==> src/rtl/tmfq_pkg.sv <==
// Shared types and constants for the touch multi-feature qualifier.
// Used by the configuration register file, the run/hold feature unit and the top level.
`default_nettype none

package tmfq_pkg;

  localparam int unsigned SumBits   = 20;
  localparam int unsigned RunBits   = 8;
  localparam int unsigned InBits    = 16;
  localparam int unsigned EvtBits   = 2;
  localparam int unsigned AddrBits  = 5;
  localparam int unsigned DataBits  = 32;

  localparam logic [SumBits-1:0] SumMax = {SumBits{1'b1}};
  localparam logic [RunBits-1:0] RunMax = {RunBits{1'b1}};

  // Result event codes
  localparam logic [EvtBits-1:0] EvtNone  = 2'd0;
  localparam logic [EvtBits-1:0] EvtTouch = 2'd1;
  localparam logic [EvtBits-1:0] EvtStuck = 2'd2;

  // Register indexes (byte address is four times the index)
  typedef enum logic [2:0] {
    RegSumThreshold   = 3'd0,
    RegSumRunNeeded   = 3'd1,
    RegLevelThreshold = 3'd2,
    RegLevelRunNeeded = 3'd3,
    RegHighThreshold  = 3'd4,
    RegMaxTouchRun    = 3'd5,
    RegStuckRun       = 3'd6,
    RegHoldSteps      = 3'd7
  } reg_idx_e;

  typedef struct packed {
    logic [SumBits-1:0] sum_threshold;
    logic [RunBits-1:0] sum_run_needed;
    logic [InBits-1:0]  level_threshold;
    logic [RunBits-1:0] level_run_needed;
    logic [InBits-1:0]  high_threshold;
    logic [RunBits-1:0] max_touch_run;
    logic [RunBits-1:0] stuck_run;
    logic [RunBits-1:0] hold_steps;
  } cfg_t;

  // Status of one run/hold feature for the current step
  typedef struct packed {
    logic hold_live;   // hold nonzero after arming, before the countdown
    logic armed;       // hold nonzero after the countdown
  } feat_status_t;

endpackage

`default_nettype wire

==> src/rtl/tmfq_cfg.sv <==
// APB-style configuration register file for the touch qualifier.
// Depends on tmfq_pkg for the register index enum and the cfg_t bundle.
`default_nettype none

module tmfq_cfg (
  input  wire logic                          clk_i,
  input  wire logic                          rst_ni,
  input  wire logic                          psel,
  input  wire logic                          penable,
  input  wire logic                          pwrite,
  input  wire logic [tmfq_pkg::AddrBits-1:0] paddr,
  input  wire logic [tmfq_pkg::DataBits-1:0] pwdata,
  output logic      [tmfq_pkg::DataBits-1:0] prdata,
  output logic                               pready,
  output tmfq_pkg::cfg_t                     cfg_o
);

  tmfq_pkg::cfg_t     cfg_q;
  tmfq_pkg::reg_idx_e idx;
  logic               wr_en;

  assign idx    = tmfq_pkg::reg_idx_e'(paddr[4:2]);
  assign wr_en  = psel && penable && pwrite;
  assign pready = 1'b1;
  assign cfg_o  = cfg_q;

  always_ff @(posedge clk_i or negedge rst_ni) begin
    if (!rst_ni) begin
      cfg_q.sum_threshold    <= 20'd55;
      cfg_q.sum_run_needed   <= 8'd1;
      cfg_q.level_threshold  <= 16'd16;
      cfg_q.level_run_needed <= 8'd2;
      cfg_q.high_threshold   <= 16'd10;
      cfg_q.max_touch_run    <= 8'd10;
      cfg_q.stuck_run        <= 8'd25;
      cfg_q.hold_steps       <= 8'd4;
    end else if (wr_en) begin
      unique case (idx)
        tmfq_pkg::RegSumThreshold:   cfg_q.sum_threshold    <= pwdata[19:0];
        tmfq_pkg::RegSumRunNeeded:   cfg_q.sum_run_needed   <= pwdata[7:0];
        tmfq_pkg::RegLevelThreshold: cfg_q.level_threshold  <= pwdata[15:0];
        tmfq_pkg::RegLevelRunNeeded: cfg_q.level_run_needed <= pwdata[7:0];
        tmfq_pkg::RegHighThreshold:  cfg_q.high_threshold   <= pwdata[15:0];
        tmfq_pkg::RegMaxTouchRun:    cfg_q.max_touch_run    <= pwdata[7:0];
        tmfq_pkg::RegStuckRun:       cfg_q.stuck_run        <= pwdata[7:0];
        tmfq_pkg::RegHoldSteps:      cfg_q.hold_steps       <= pwdata[7:0];
        default: ;
      endcase
    end
  end

  always_comb begin
    unique case (idx)
      tmfq_pkg::RegSumThreshold:   prdata = {12'd0, cfg_q.sum_threshold};
      tmfq_pkg::RegSumRunNeeded:   prdata = {24'd0, cfg_q.sum_run_needed};
      tmfq_pkg::RegLevelThreshold: prdata = {16'd0, cfg_q.level_threshold};
      tmfq_pkg::RegLevelRunNeeded: prdata = {24'd0, cfg_q.level_run_needed};
      tmfq_pkg::RegHighThreshold:  prdata = {16'd0, cfg_q.high_threshold};
      tmfq_pkg::RegMaxTouchRun:    prdata = {24'd0, cfg_q.max_touch_run};
      tmfq_pkg::RegStuckRun:       prdata = {24'd0, cfg_q.stuck_run};
      tmfq_pkg::RegHoldSteps:      prdata = {24'd0, cfg_q.hold_steps};
      default:                     prdata = '0;
    endcase
  end

endmodule

`default_nettype wire

==> src/rtl/tmfq_feature.sv <==
// One run/hold feature: a saturating run counter that arms a hold countdown.
// Depends on tmfq_pkg for widths and the feat_status_t bundle.
`default_nettype none

module tmfq_feature (
  input  wire logic                         clk_i,
  input  wire logic                         rst_ni,
  input  wire logic                         step_i,
  input  wire logic                         clear_i,
  input  wire logic                         qualify_i,
  input  wire logic [tmfq_pkg::RunBits-1:0] needed_i,
  input  wire logic [tmfq_pkg::RunBits-1:0] hold_steps_i,
  output tmfq_pkg::feat_status_t            status_o
);

  logic [tmfq_pkg::RunBits-1:0] run_q, run_d, run_inc;
  logic [tmfq_pkg::RunBits-1:0] hold_q, hold_mid, hold_d;

  always_comb begin
    run_inc  = (run_q == tmfq_pkg::RunMax) ? run_q : run_q + 8'd1;
    run_d    = '0;
    hold_mid = hold_q;
    if (qualify_i) begin
      if (run_inc >= needed_i) begin
        // Once the run reaches its needed length it is clamped there.
        run_d    = needed_i;
        hold_mid = hold_steps_i;
      end else begin
        run_d = run_inc;
      end
    end
    hold_d = (hold_mid != '0) ? hold_mid - 8'd1 : '0;
  end

  assign status_o.hold_live = (hold_mid != '0);
  assign status_o.armed     = (hold_d != '0);

  always_ff @(posedge clk_i or negedge rst_ni) begin
    if (!rst_ni) begin
      run_q  <= '0;
      hold_q <= '0;
    end else if (step_i) begin
      if (clear_i) begin
        run_q  <= '0;
        hold_q <= '0;
      end else begin
        run_q  <= run_d;
        hold_q <= hold_d;
      end
    end
  end

endmodule

`default_nettype wire

==> src/rtl/touch_multi_feature_qualifier_top.sv <==
// Touch multi-feature qualifier: an input register, combinational window and feature logic,
// and a result register. Throughput one request per cycle unless the result stalls.
// A new request is taken while a finished result waits, as long as the input register is free.
// Reset is asynchronous and active low; it loads the register defaults and clears the window,
// the running sum, the run counters and the holds. No clearing pass is needed after reset.
`default_nettype none

module touch_multi_feature_qualifier_top #(
  parameter int unsigned WINDOW_LENGTH = 5,
  parameter int unsigned SAMPLE_BITS   = 16
) (
  input  wire logic                          clk_i,
  input  wire logic                          rst_ni,
  // Sample channel
  input  wire logic                          in_valid_i,
  output logic                               in_stall_o,
  input  wire logic [tmfq_pkg::InBits-1:0]   sample_i,
  // Result channel
  output logic                               out_valid_o,
  input  wire logic                          out_stall_i,
  output logic      [tmfq_pkg::EvtBits-1:0]  event_res_o,
  output logic      [tmfq_pkg::SumBits-1:0]  window_sum_o,
  output logic                               sum_armed_o,
  output logic                               level_armed_o,
  // Configuration port
  input  wire logic                          psel,
  input  wire logic                          penable,
  input  wire logic                          pwrite,
  input  wire logic [tmfq_pkg::AddrBits-1:0] paddr,
  input  wire logic [tmfq_pkg::DataBits-1:0] pwdata,
  output logic      [tmfq_pkg::DataBits-1:0] prdata,
  output logic                               pready
);

  // Only the low SAMPLE_BITS bits of a sample take part, and never more than the port carries.
  localparam int unsigned StoreBits =
      (SAMPLE_BITS < tmfq_pkg::InBits) ? SAMPLE_BITS : tmfq_pkg::InBits;
  localparam int unsigned PtrBits   =
      (WINDOW_LENGTH > 1) ? $clog2(WINDOW_LENGTH) : 1;
  localparam logic [PtrBits-1:0] LastSlot = PtrBits'(WINDOW_LENGTH - 1);

  tmfq_pkg::cfg_t cfg;

  tmfq_cfg u_cfg (
    .clk_i   (clk_i),
    .rst_ni  (rst_ni),
    .psel    (psel),
    .penable (penable),
    .pwrite  (pwrite),
    .paddr   (paddr),
    .pwdata  (pwdata),
    .prdata  (prdata),
    .pready  (pready),
    .cfg_o   (cfg)
  );

  // ---------------------------------------------------------------------------
  // Handshake. The input register holds one request; it moves into the result
  // register whenever that register is empty or its result is being taken.
  // The input side stalls only when a request is held and cannot move on.
  // ---------------------------------------------------------------------------
  logic                         in_valid_q;
  logic [tmfq_pkg::InBits-1:0]  sample_q;
  logic                         advance;
  logic                         step;

  assign advance    = !out_valid_o || !out_stall_i;
  assign in_stall_o = in_valid_q && !advance;
  assign step       = in_valid_q && advance;

  always_ff @(posedge clk_i or negedge rst_ni) begin
    if (!rst_ni) begin
      in_valid_q <= 1'b0;
    end else if (!in_stall_o) begin
      in_valid_q <= in_valid_i;
    end
  end

  always_ff @(posedge clk_i) begin
    if (in_valid_i && !in_stall_o) begin
      sample_q <= sample_i;
    end
  end

  // ---------------------------------------------------------------------------
  // Sample window and running sum. The pointer moves first; the slot it then
  // names holds the oldest sample, which leaves the sum before the new one
  // enters. If the oldest sample exceeds the sum, the sum floors at zero.
  // ---------------------------------------------------------------------------
  logic [StoreBits-1:0]          window_q [WINDOW_LENGTH];
  logic [PtrBits-1:0]            ptr_q, ptr_d;
  logic [tmfq_pkg::SumBits-1:0]  sum_q, sum_d, sum_less;
  logic [tmfq_pkg::SumBits:0]    sum_wide;
  logic [StoreBits-1:0]          s_cut;
  logic [tmfq_pkg::SumBits-1:0]  s_sum, old_sum;
  logic [tmfq_pkg::InBits-1:0]   s_full;

  assign s_cut   = sample_q[StoreBits-1:0];
  assign s_sum   = tmfq_pkg::SumBits'(s_cut);
  assign s_full  = tmfq_pkg::InBits'(s_cut);
  assign ptr_d   = (ptr_q == LastSlot) ? '0 : ptr_q + 1'b1;
  assign old_sum = tmfq_pkg::SumBits'(window_q[ptr_d]);

  always_comb begin
    sum_less = (sum_q >= old_sum) ? sum_q - old_sum : '0;
    sum_wide = {1'b0, sum_less} + {1'b0, s_sum};
    // The sum saturates at its full scale.
    sum_d    = sum_wide[tmfq_pkg::SumBits] ? tmfq_pkg::SumMax
                                           : sum_wide[tmfq_pkg::SumBits-1:0];
  end

  // ---------------------------------------------------------------------------
  // Features. The sum and level features arm their holds; the high run decides
  // the events. A touch needs a low sample ending a short high run while both
  // holds are live; a stuck sensor needs a high run reaching its limit.
  // ---------------------------------------------------------------------------
  tmfq_pkg::feat_status_t        sum_st, level_st;
  logic [tmfq_pkg::RunBits-1:0]  high_q, high_inc;
  logic                          high_hit;
  logic [tmfq_pkg::EvtBits-1:0]  evt;
  logic                          clear;

  assign high_hit = (s_full >= cfg.high_threshold);
  assign high_inc = (high_q == tmfq_pkg::RunMax) ? high_q : high_q + 8'd1;

  always_comb begin
    evt = tmfq_pkg::EvtNone;
    if (high_hit) begin
      if (high_inc >= cfg.stuck_run) begin
        evt = tmfq_pkg::EvtStuck;
      end
    end else if (high_q <= cfg.max_touch_run && sum_st.hold_live && level_st.hold_live) begin
      evt = tmfq_pkg::EvtTouch;
    end
  end

  assign clear = (evt != tmfq_pkg::EvtNone);

  tmfq_feature u_sum_feat (
    .clk_i        (clk_i),
    .rst_ni       (rst_ni),
    .step_i       (step),
    .clear_i      (clear),
    .qualify_i    (sum_d >= cfg.sum_threshold),
    .needed_i     (cfg.sum_run_needed),
    .hold_steps_i (cfg.hold_steps),
    .status_o     (sum_st)
  );

  tmfq_feature u_level_feat (
    .clk_i        (clk_i),
    .rst_ni       (rst_ni),
    .step_i       (step),
    .clear_i      (clear),
    .qualify_i    (s_full >= cfg.level_threshold),
    .needed_i     (cfg.level_run_needed),
    .hold_steps_i (cfg.hold_steps),
    .status_o     (level_st)
  );

  // Window, pointer, sum and high run. An event returns all of them to reset.
  always_ff @(posedge clk_i or negedge rst_ni) begin
    if (!rst_ni) begin
      for (int i = 0; i < WINDOW_LENGTH; i++) begin
        window_q[i] <= '0;
      end
      ptr_q  <= LastSlot;
      sum_q  <= '0;
      high_q <= '0;
    end else if (step) begin
      if (clear) begin
        for (int i = 0; i < WINDOW_LENGTH; i++) begin
          window_q[i] <= '0;
        end
        ptr_q  <= LastSlot;
        sum_q  <= '0;
        high_q <= '0;
      end else begin
        window_q[ptr_d] <= s_cut;
        ptr_q           <= ptr_d;
        sum_q           <= sum_d;
        high_q          <= high_hit ? high_inc : '0;
      end
    end
  end

  // ---------------------------------------------------------------------------
  // Result register. It shows the values from before any event reset.
  // ---------------------------------------------------------------------------
  logic                         out_valid_q;
  logic [tmfq_pkg::EvtBits-1:0] event_res_q;
  logic [tmfq_pkg::SumBits-1:0] window_sum_q;
  logic                         sum_armed_q;
  logic                         level_armed_q;

  always_ff @(posedge clk_i or negedge rst_ni) begin
    if (!rst_ni) begin
      out_valid_q <= 1'b0;
    end else if (advance) begin
      out_valid_q <= in_valid_q;
    end
  end

  always_ff @(posedge clk_i) begin
    if (step) begin
      event_res_q   <= evt;
      window_sum_q  <= sum_d;
      sum_armed_q   <= sum_st.armed;
      level_armed_q <= level_st.armed;
    end
  end

  assign out_valid_o   = out_valid_q;
  assign event_res_o   = event_res_q;
  assign window_sum_o  = window_sum_q;
  assign sum_armed_o   = sum_armed_q;
  assign level_armed_o = level_armed_q;

endmodule

`default_nettype wire

==> config.mk <==
export PLATFORM = sky130hd
export DESIGN_NAME = touch_multi_feature_qualifier_top
export DESIGN_NICKNAME = d
export VERILOG_FILES = /design/src/rtl/tmfq_pkg.sv /design/src/rtl/tmfq_cfg.sv /design/src/rtl/tmfq_feature.sv /design/src/rtl/touch_multi_feature_qualifier_top.sv
export SDC_FILE = /design/constraint.sdc
export NUM_CORES = 1
export LEC_CHECK = 0
export BUFFER_PORTS_ARGS = -buffer_cell sky130_fd_sc_hd__buf_2
export CAP_MARGIN = 20
export CORE_ASPECT_RATIO = 0.8
export CORE_UTILIZATION = 40
export DETAILED_ROUTE_END_ITERATION = 6
export REMOVE_ABC_BUFFERS = 1
export SYNTH_ARGS = -nofsm -noshare
export SYNTH_HDL_FRONTEND = slang
export SYNTH_SLANG_ARGS = --single-unit
==> constraint.sdc <==
create_clock -name clk_i -period 18.07 [get_ports clk_i]
set_input_delay 0.9035 -clock clk_i [delete_from_list [all_inputs] [get_ports clk_i]]
set_output_delay 0.9035 -clock clk_i [all_outputs]
set_load 0.03 [all_outputs]
==> results of run 1 <==
sequential cells by signal, indices dropped and copies added (netlist names):
signal and count:
u_sum_feat.hold_q 8, u_cfg.cfg_o 92, event_res_o 2, u_level_feat.run_q 8, ptr_q 3, sum_q 20
sum_armed_o 1, out_valid_o 1, u_level_feat.hold_q 8, s_cut 16, window_q 80, u_sum_feat.run_q 8
high_q 8, window_sum_o 20, in_valid_q 1, level_armed_o 1
logic make-up (layout without fill, tap and decap cells):
group	after synthesis	after routing	share of synthesized area
AO/OA/AOI/OAI	510	510	0.216
AND/OR/NAND/NOR	424	424	0.119
flip-flops	277	277	0.432
buffers and inverters	193	288	0.0484
adder cells (fa/ha/maj)	126	126	0.0962
multiplexers	98	98	0.0637
XOR/XNOR	45	45	0.0238
other	2	13	0.000454
routing by layer:
metal | vias to the layer above | global-route usage | part of all wire
li1 | 6301 | - | -
met1 | 6647 | 0.352 | 0.48
met2 | 472 | 0.335 | 0.41
met3 | 71 | 0.0473 | 0.077
met4 | 0 | 0.0613 | 0.026
met5 | - | 0 | 0
worst paths after layout:
check	end	slack, ps
hold reg to reg	window_q[38]	490
setup / recovery	window_q[37]	5800
max in group asynchronous	high_q[2]	16120
hold / removal	sum_q[14]	400
min in group clk_i	s_cut[11]	480
setup reg to reg	window_q[37]	5800
metrics by stage:
stage	setup WS, ps	area, µm²	util
after floorplan	6520	16200	-
after global placement	6180	17600	0.432
after detailed placement	5970	17600	0.432
after CTS	5920	18700	0.458
after global routing	4930	18700	0.458
final	5800	18700	0.458
worst max-delay path, delay by kind of cell (launching register included):
family                   cells  cell delay (ps)
multiplexers                 4             1480
flip-flops                   1              740
adder cells (fa/ha/maj)      6             1840
AO/OA/AOI/OAI               16             4250
AND/OR/NAND/NOR             10             2610
buffers and inverters        3             1180
cell usage in the layout, fill, tap and decap left out, types with 21 or more instances in the layout:
cell         n
nor2_1      94
nand2_1    160
mux2i_1     48
a21oi_1     95
o21ai_0    136
a22o_1      66
ha_1       124
xnor2_1     26
clkbuf_16   31
a21o_1      24
buf_2       90
inv_1      108
nand3_1     38
mux2_2      48
nand2b_1    23
a32o_1      49
buf_4       30
edfxtp_1    40
nor3_1      21
dfrtp_1    220
cell type report:
cell class                 count  area (µm²)
clock buffer                  43         851
clock inverter                15         213
fill                        3826       22100
inverter                     109         409
multi-input combinational   1216        8660
sequential                   277        7150
tap                          544         681
timing repair buffer         121         691
==> impl_metrics.yaml, run 1 <==
status:
  status: "completed"
worst_setup_path:
  cpMaxStageDelayCell: "dfrtp_1"
  crit_top_cell: "ha_1"
  critical_path.max_stage_delay_ps: 740
  crit_path_start: "ptr_q[0]"
  arrival_ps: 12790
  crit_required_ps: 18590
  r2r_start: "ptr_q[0]"
  start_kind: "flip-flop"
  rr_worst_depth: 39
  critPathKind: "reg2reg"
  crit_fanout: 68
  cp-end-kind: "flip-flop"
clock_network:
  clkTransAtPathRegs_ps: 60
  cts_tree: "done"
  cts_resized: 0
  cts_root_buf: "clkbuf_16"
  cts_post_setup_buffers_inserted: 0
  cts_buffer_depth: 3
  cts_buffers: 31
  h-tree-depth: 1
  cts_sinks: 277
  insertion_delay_ps: 600
  hold_buffers: 0
synth:
  ys_warn_count: 0
  yosysTopAreaCell: "dfrtp_1"
  yosysUniqueCellTypes: 78
  netlist_area_um2: 16500
  synth.top_cells.by_count: "220 x dfrtp_1, 162 x nand2_1, 136 x o21ai_0"
  synth_seq_cells: 277
  ys_top_cells_by_area: "dfrtp_1 33%, ha_1 9.4%, edfxtp_1 7.3%"
  synth_top_area_share: 0.333
  async_flop_share: 0.856
  syn_inst: 1675
  synth_edf_count: 40
  post_synth.cell_area_avg_um2: 9.88
  ys_seq_area_frac: 0.432
  synthFlopType: "dfrtp_1"
  synth_most_common_cell: "dfrtp_1"
timing:
  relSlewSlack: 0.216
  finalSetupViolCount: 0
  setup_tns_ps: 0
  min_period_over_period: 0.679
  holdWs_ps: 400
  max_freq_ghz: 0.0815
  clock_skew_ps: 18.1
  final_max_slew_viol_count: 0
  worst_slew_pin_slew_ps: 1160
  rsz0062_at_grt: "false"
  finalHoldViolCount: 0
  finalCriticalPeriod_ps: 12270
floorplanning:
  die_h_um: 184
  initial_core_util: 0.406
  num_io_pins: 119
  die_w_um: 229
  rows: 66
  core-area_um2: 40700
  die_area_um2: 42200
cells_and_area:
  fin_cells: 2325
  n_antenna_cell: 0
  finalNetCount: 1942
  drive_gt1_frac: 0.152
  area_delta_synth_final_pct: 12.8
grt:
  antenna_found_initial: 1
  overflow: 0
  track_usage: 0.233
  grt_pass1_wl_um: 75800
  grt_max_degree: 107
  grt_pass1_vias: 12800
hold_path:
  hold_path_class: "in2async"
drt:
  vias_per_cell: 5.80
  post-route-drc-count: 0
  routed_wl_um: 49500
  routedWlPerCell_um: 21.3
  ant_nets: 0
  drt_iter0_drc: 1480
  num_vias: 13500
  drt_pass1_iterations: 6
place:
  gp_congestion: 0.936
  dpl.cell_count: 2267
  io_buffer_count: 91
  place_hpwl_um: 35100
job:
  max-cap-violations: 0
Power of run 1 is not shown: default switching activity piles up to over one toggle a cycle in this logic, so the estimate is an artifact.
==> inputs of run 2 (changes only) <==
ABC_AREA = 1   (was not set)
clock period = 11.2 ns   (was 18.07 ns; I/O delays follow)
==> run 2 against run 1 <==
Against the previous run: the run now ends with design-rule violations, negative hold slack left; sequential cell count unchanged; wire length up 3.2%; count of clock-buffer cells in the layout up 8; critical path depth up 18; global-route usage up 0.79 points; maximum frequency up 20%; highest routed layer unchanged.
==> impl_metrics.yaml, run 2 <==
floorplanning:
  initial_core_util: 0.405
  num_io_pins: 119
  die_area_um2: 43200
  die_w_um: 232
  rows: 67
  die_h_um: 186
  core-area_um2: 41800
timing:
  final_max_slew_viol_count: 0
  clock_skew_ps: 11.3
  setup_tns_ps: 0
  max_freq_ghz: 0.0978
  finalSetupViolCount: 0
  finalCriticalPeriod_ps: 10220
  holdWs_ps: -58.9
  relSlewSlack: 0.324
  worst_slew_pin_slew_ps: 1010
  finalHoldViolCount: 22
  min_period_over_period: 0.913
  rsz0062_at_grt: "false"
drt:
  post-route-drc-count: 4
  vias_per_cell: 5.19
  drt_pass1_iterations: 7
  top_layer: "met4"
  wl_met3_um: 4450
  met2_length_um: 20400
  num_vias: 15000
  ant_nets: 0
  routedWlPerCell_um: 17.6
  routed_wl_um: 51100
  drt_iter0_drc: 1238
  wl_met1_um: 25400
status:
  status: "finished with violations"
  violations: "design-rule violations, negative hold slack"
grt:
  antenna_found_initial: 0
  grt_pass1_vias: 14000
  grt_pass1_wl_um: 80100
  grt_max_degree: 150
  track_usage: 0.241
  overflow: 0
synth:
  syn_inst: 2217
  synth.top_cells.by_count: "773 x nand2_1, 280 x inv_1, 220 x dfrtp_1"
  synthFlopType: "dfrtp_1"
  yosysUniqueCellTypes: 51
  async_flop_share: 0.856
  ys_top_cells_by_area: "dfrtp_1 33%, nand2_1 17%, ha_1 9.2%"
  synth_seq_cells: 277
  netlist_area_um2: 16900
  ys_warn_count: 0
  synth_most_common_cell: "nand2_1"
  synth_edf_count: 40
  post_synth.cell_area_avg_um2: 7.64
  synth_top_area_share: 0.325
  ys_seq_area_frac: 0.422
  yosysTopAreaCell: "dfrtp_1"
cells_and_area:
  most-common-layout-cells: "773 x nand2_1, 280 x inv_1, 220 x dfrtp_1"
  largest_reg_flops: 92
  drive_gt1_frac: 0.0999
  area_delta_synth_final_pct: 13.3
  layout_commonest_cell: "nand2_1"
  finalNetCount: 2504
clock_network:
  cts_buffer_depth: 3
  insertion_delay_ps: 600
  cts_root_buf: "clkbuf_16"
  clkTransAtPathRegs_ps: 60
  h-tree-depth: 1
  cts_buffers: 31
  cts_sinks: 277
  cts_post_setup_buffers_inserted: 0
  cts_tree: "done"
worst_setup_path:
  r2r_setup_slack_ps: 980
  arrival_ps: 10760
  reg2reg_to: "window_q[13]"
  critPathKind: "reg2reg"
  start_kind: "flip-flop"
  rr_worst_depth: 57
  crit_top_cell: "nand2_1"
  crit_required_ps: 11740
  critical_path.max_stage_delay_ps: 480
  cpMaxStageDelayCell: "a221oi_1"
  crit_fanout: 14
  cp-end-kind: "flip-flop"
  r2r_start: "ptr_q[0]"
hold_path:
  hold_path_class: "in2async"
job:
  max-cap-violations: 0
place:
  io_buffer_count: 91
  place_hpwl_um: 38000
  gp_congestion: 0.930
-- run 2: cell count changes after synthesis, moves of 23 or more --
cell / change
a22o_1: -65
a32o_1: -49
inv_1: +172
mux2_2: -48
mux2i_1: -49
nand2_1: +611
nand2b_1: -23
nand3_1: +38
nor2_1: +25
o22ai_1: +39
-- run 2: through the flow --
stage / utilization / cells / hold WS [ps] / worst slack [ps] / instance area [µm²]
CTS: 0.458 / 2895 / 10.8 / 927 / 19200
global placement: 0.433 / 2836 / 461 / 1230 / 18100
global route: 0.458 / 2895 / 1.17 / 18.6 / 19200
finish: 0.459 / 2896 / -58.9 / 978 / 19200
detailed placement: 0.434 / 2837 / 465 / 964 / 18100
floorplan: - / 2163 / 264 / 2430 / 16600
-- run 2: timing repair --
action	CTS	global route
resized for setup	0	5
hold buffers	0	0
setup endpoints to repair	0	132
-- run 2: kinds of logic (layout without fill, tap and decap cells) --
family | after synthesis | after routing | synth area share
AND/OR/NAND/NOR | 1068 | 1068 | 0.262
AO/OA/AOI/OAI | 365 | 365 | 0.123
adder cells (fa/ha/maj) | 126 | 126 | 0.0940
other | 2 | 14 | 0.000444
buffers and inverters | 347 | 462 | 0.0822
flip-flops | 277 | 277 | 0.422
XOR/XNOR | 32 | 32 | 0.0166
-- run 2: worst max path at each step --
stage              from                     to  slack, ps
5_1_grt        ptr_q[0]           window_q[13]         20
3_5_place_dp   ptr_q[0]  u_level_feat.run_q[5]        960
4_1_cts        ptr_q[0]  u_level_feat.run_q[0]        930
2_1_floorplan  ptr_q[0]              sum_q[16]       2430
3_3_place_gp   ptr_q[0]  u_level_feat.run_q[0]       1230
6_report       ptr_q[0]           window_q[13]        980
-- run 2: cell type report --
cell class,count,area (µm²)
Tap cell,552,691
Multi-Input combinational cell,1604,8460
Timing Repair Buffer,122,806
Clock buffer,51,931
Fill cell,4166,22700
Inverter,282,1060
Clock inverter,7,81.3
Antenna cell,1,2.50
Sequential cell,277,7150
-- run 2: metal layers --
metal	global-route usage	vias up
li1	-	7397
met5	0	-
met2	0.344	485
met3	0.0535	50
met4	0.0447	0
met1	0.369	7093
-- run 2: critical path, delay by kind of cell, from the launching register on --
family	cells	cell delay, ps
buffers and inverters	12	1620
DFF	1	410
AOI/OAI and AO/OA	7	1980
and+or+nand+nor	32	4400
adders and majority gates	6	1710
Power of run 2 is left out for the same reason.
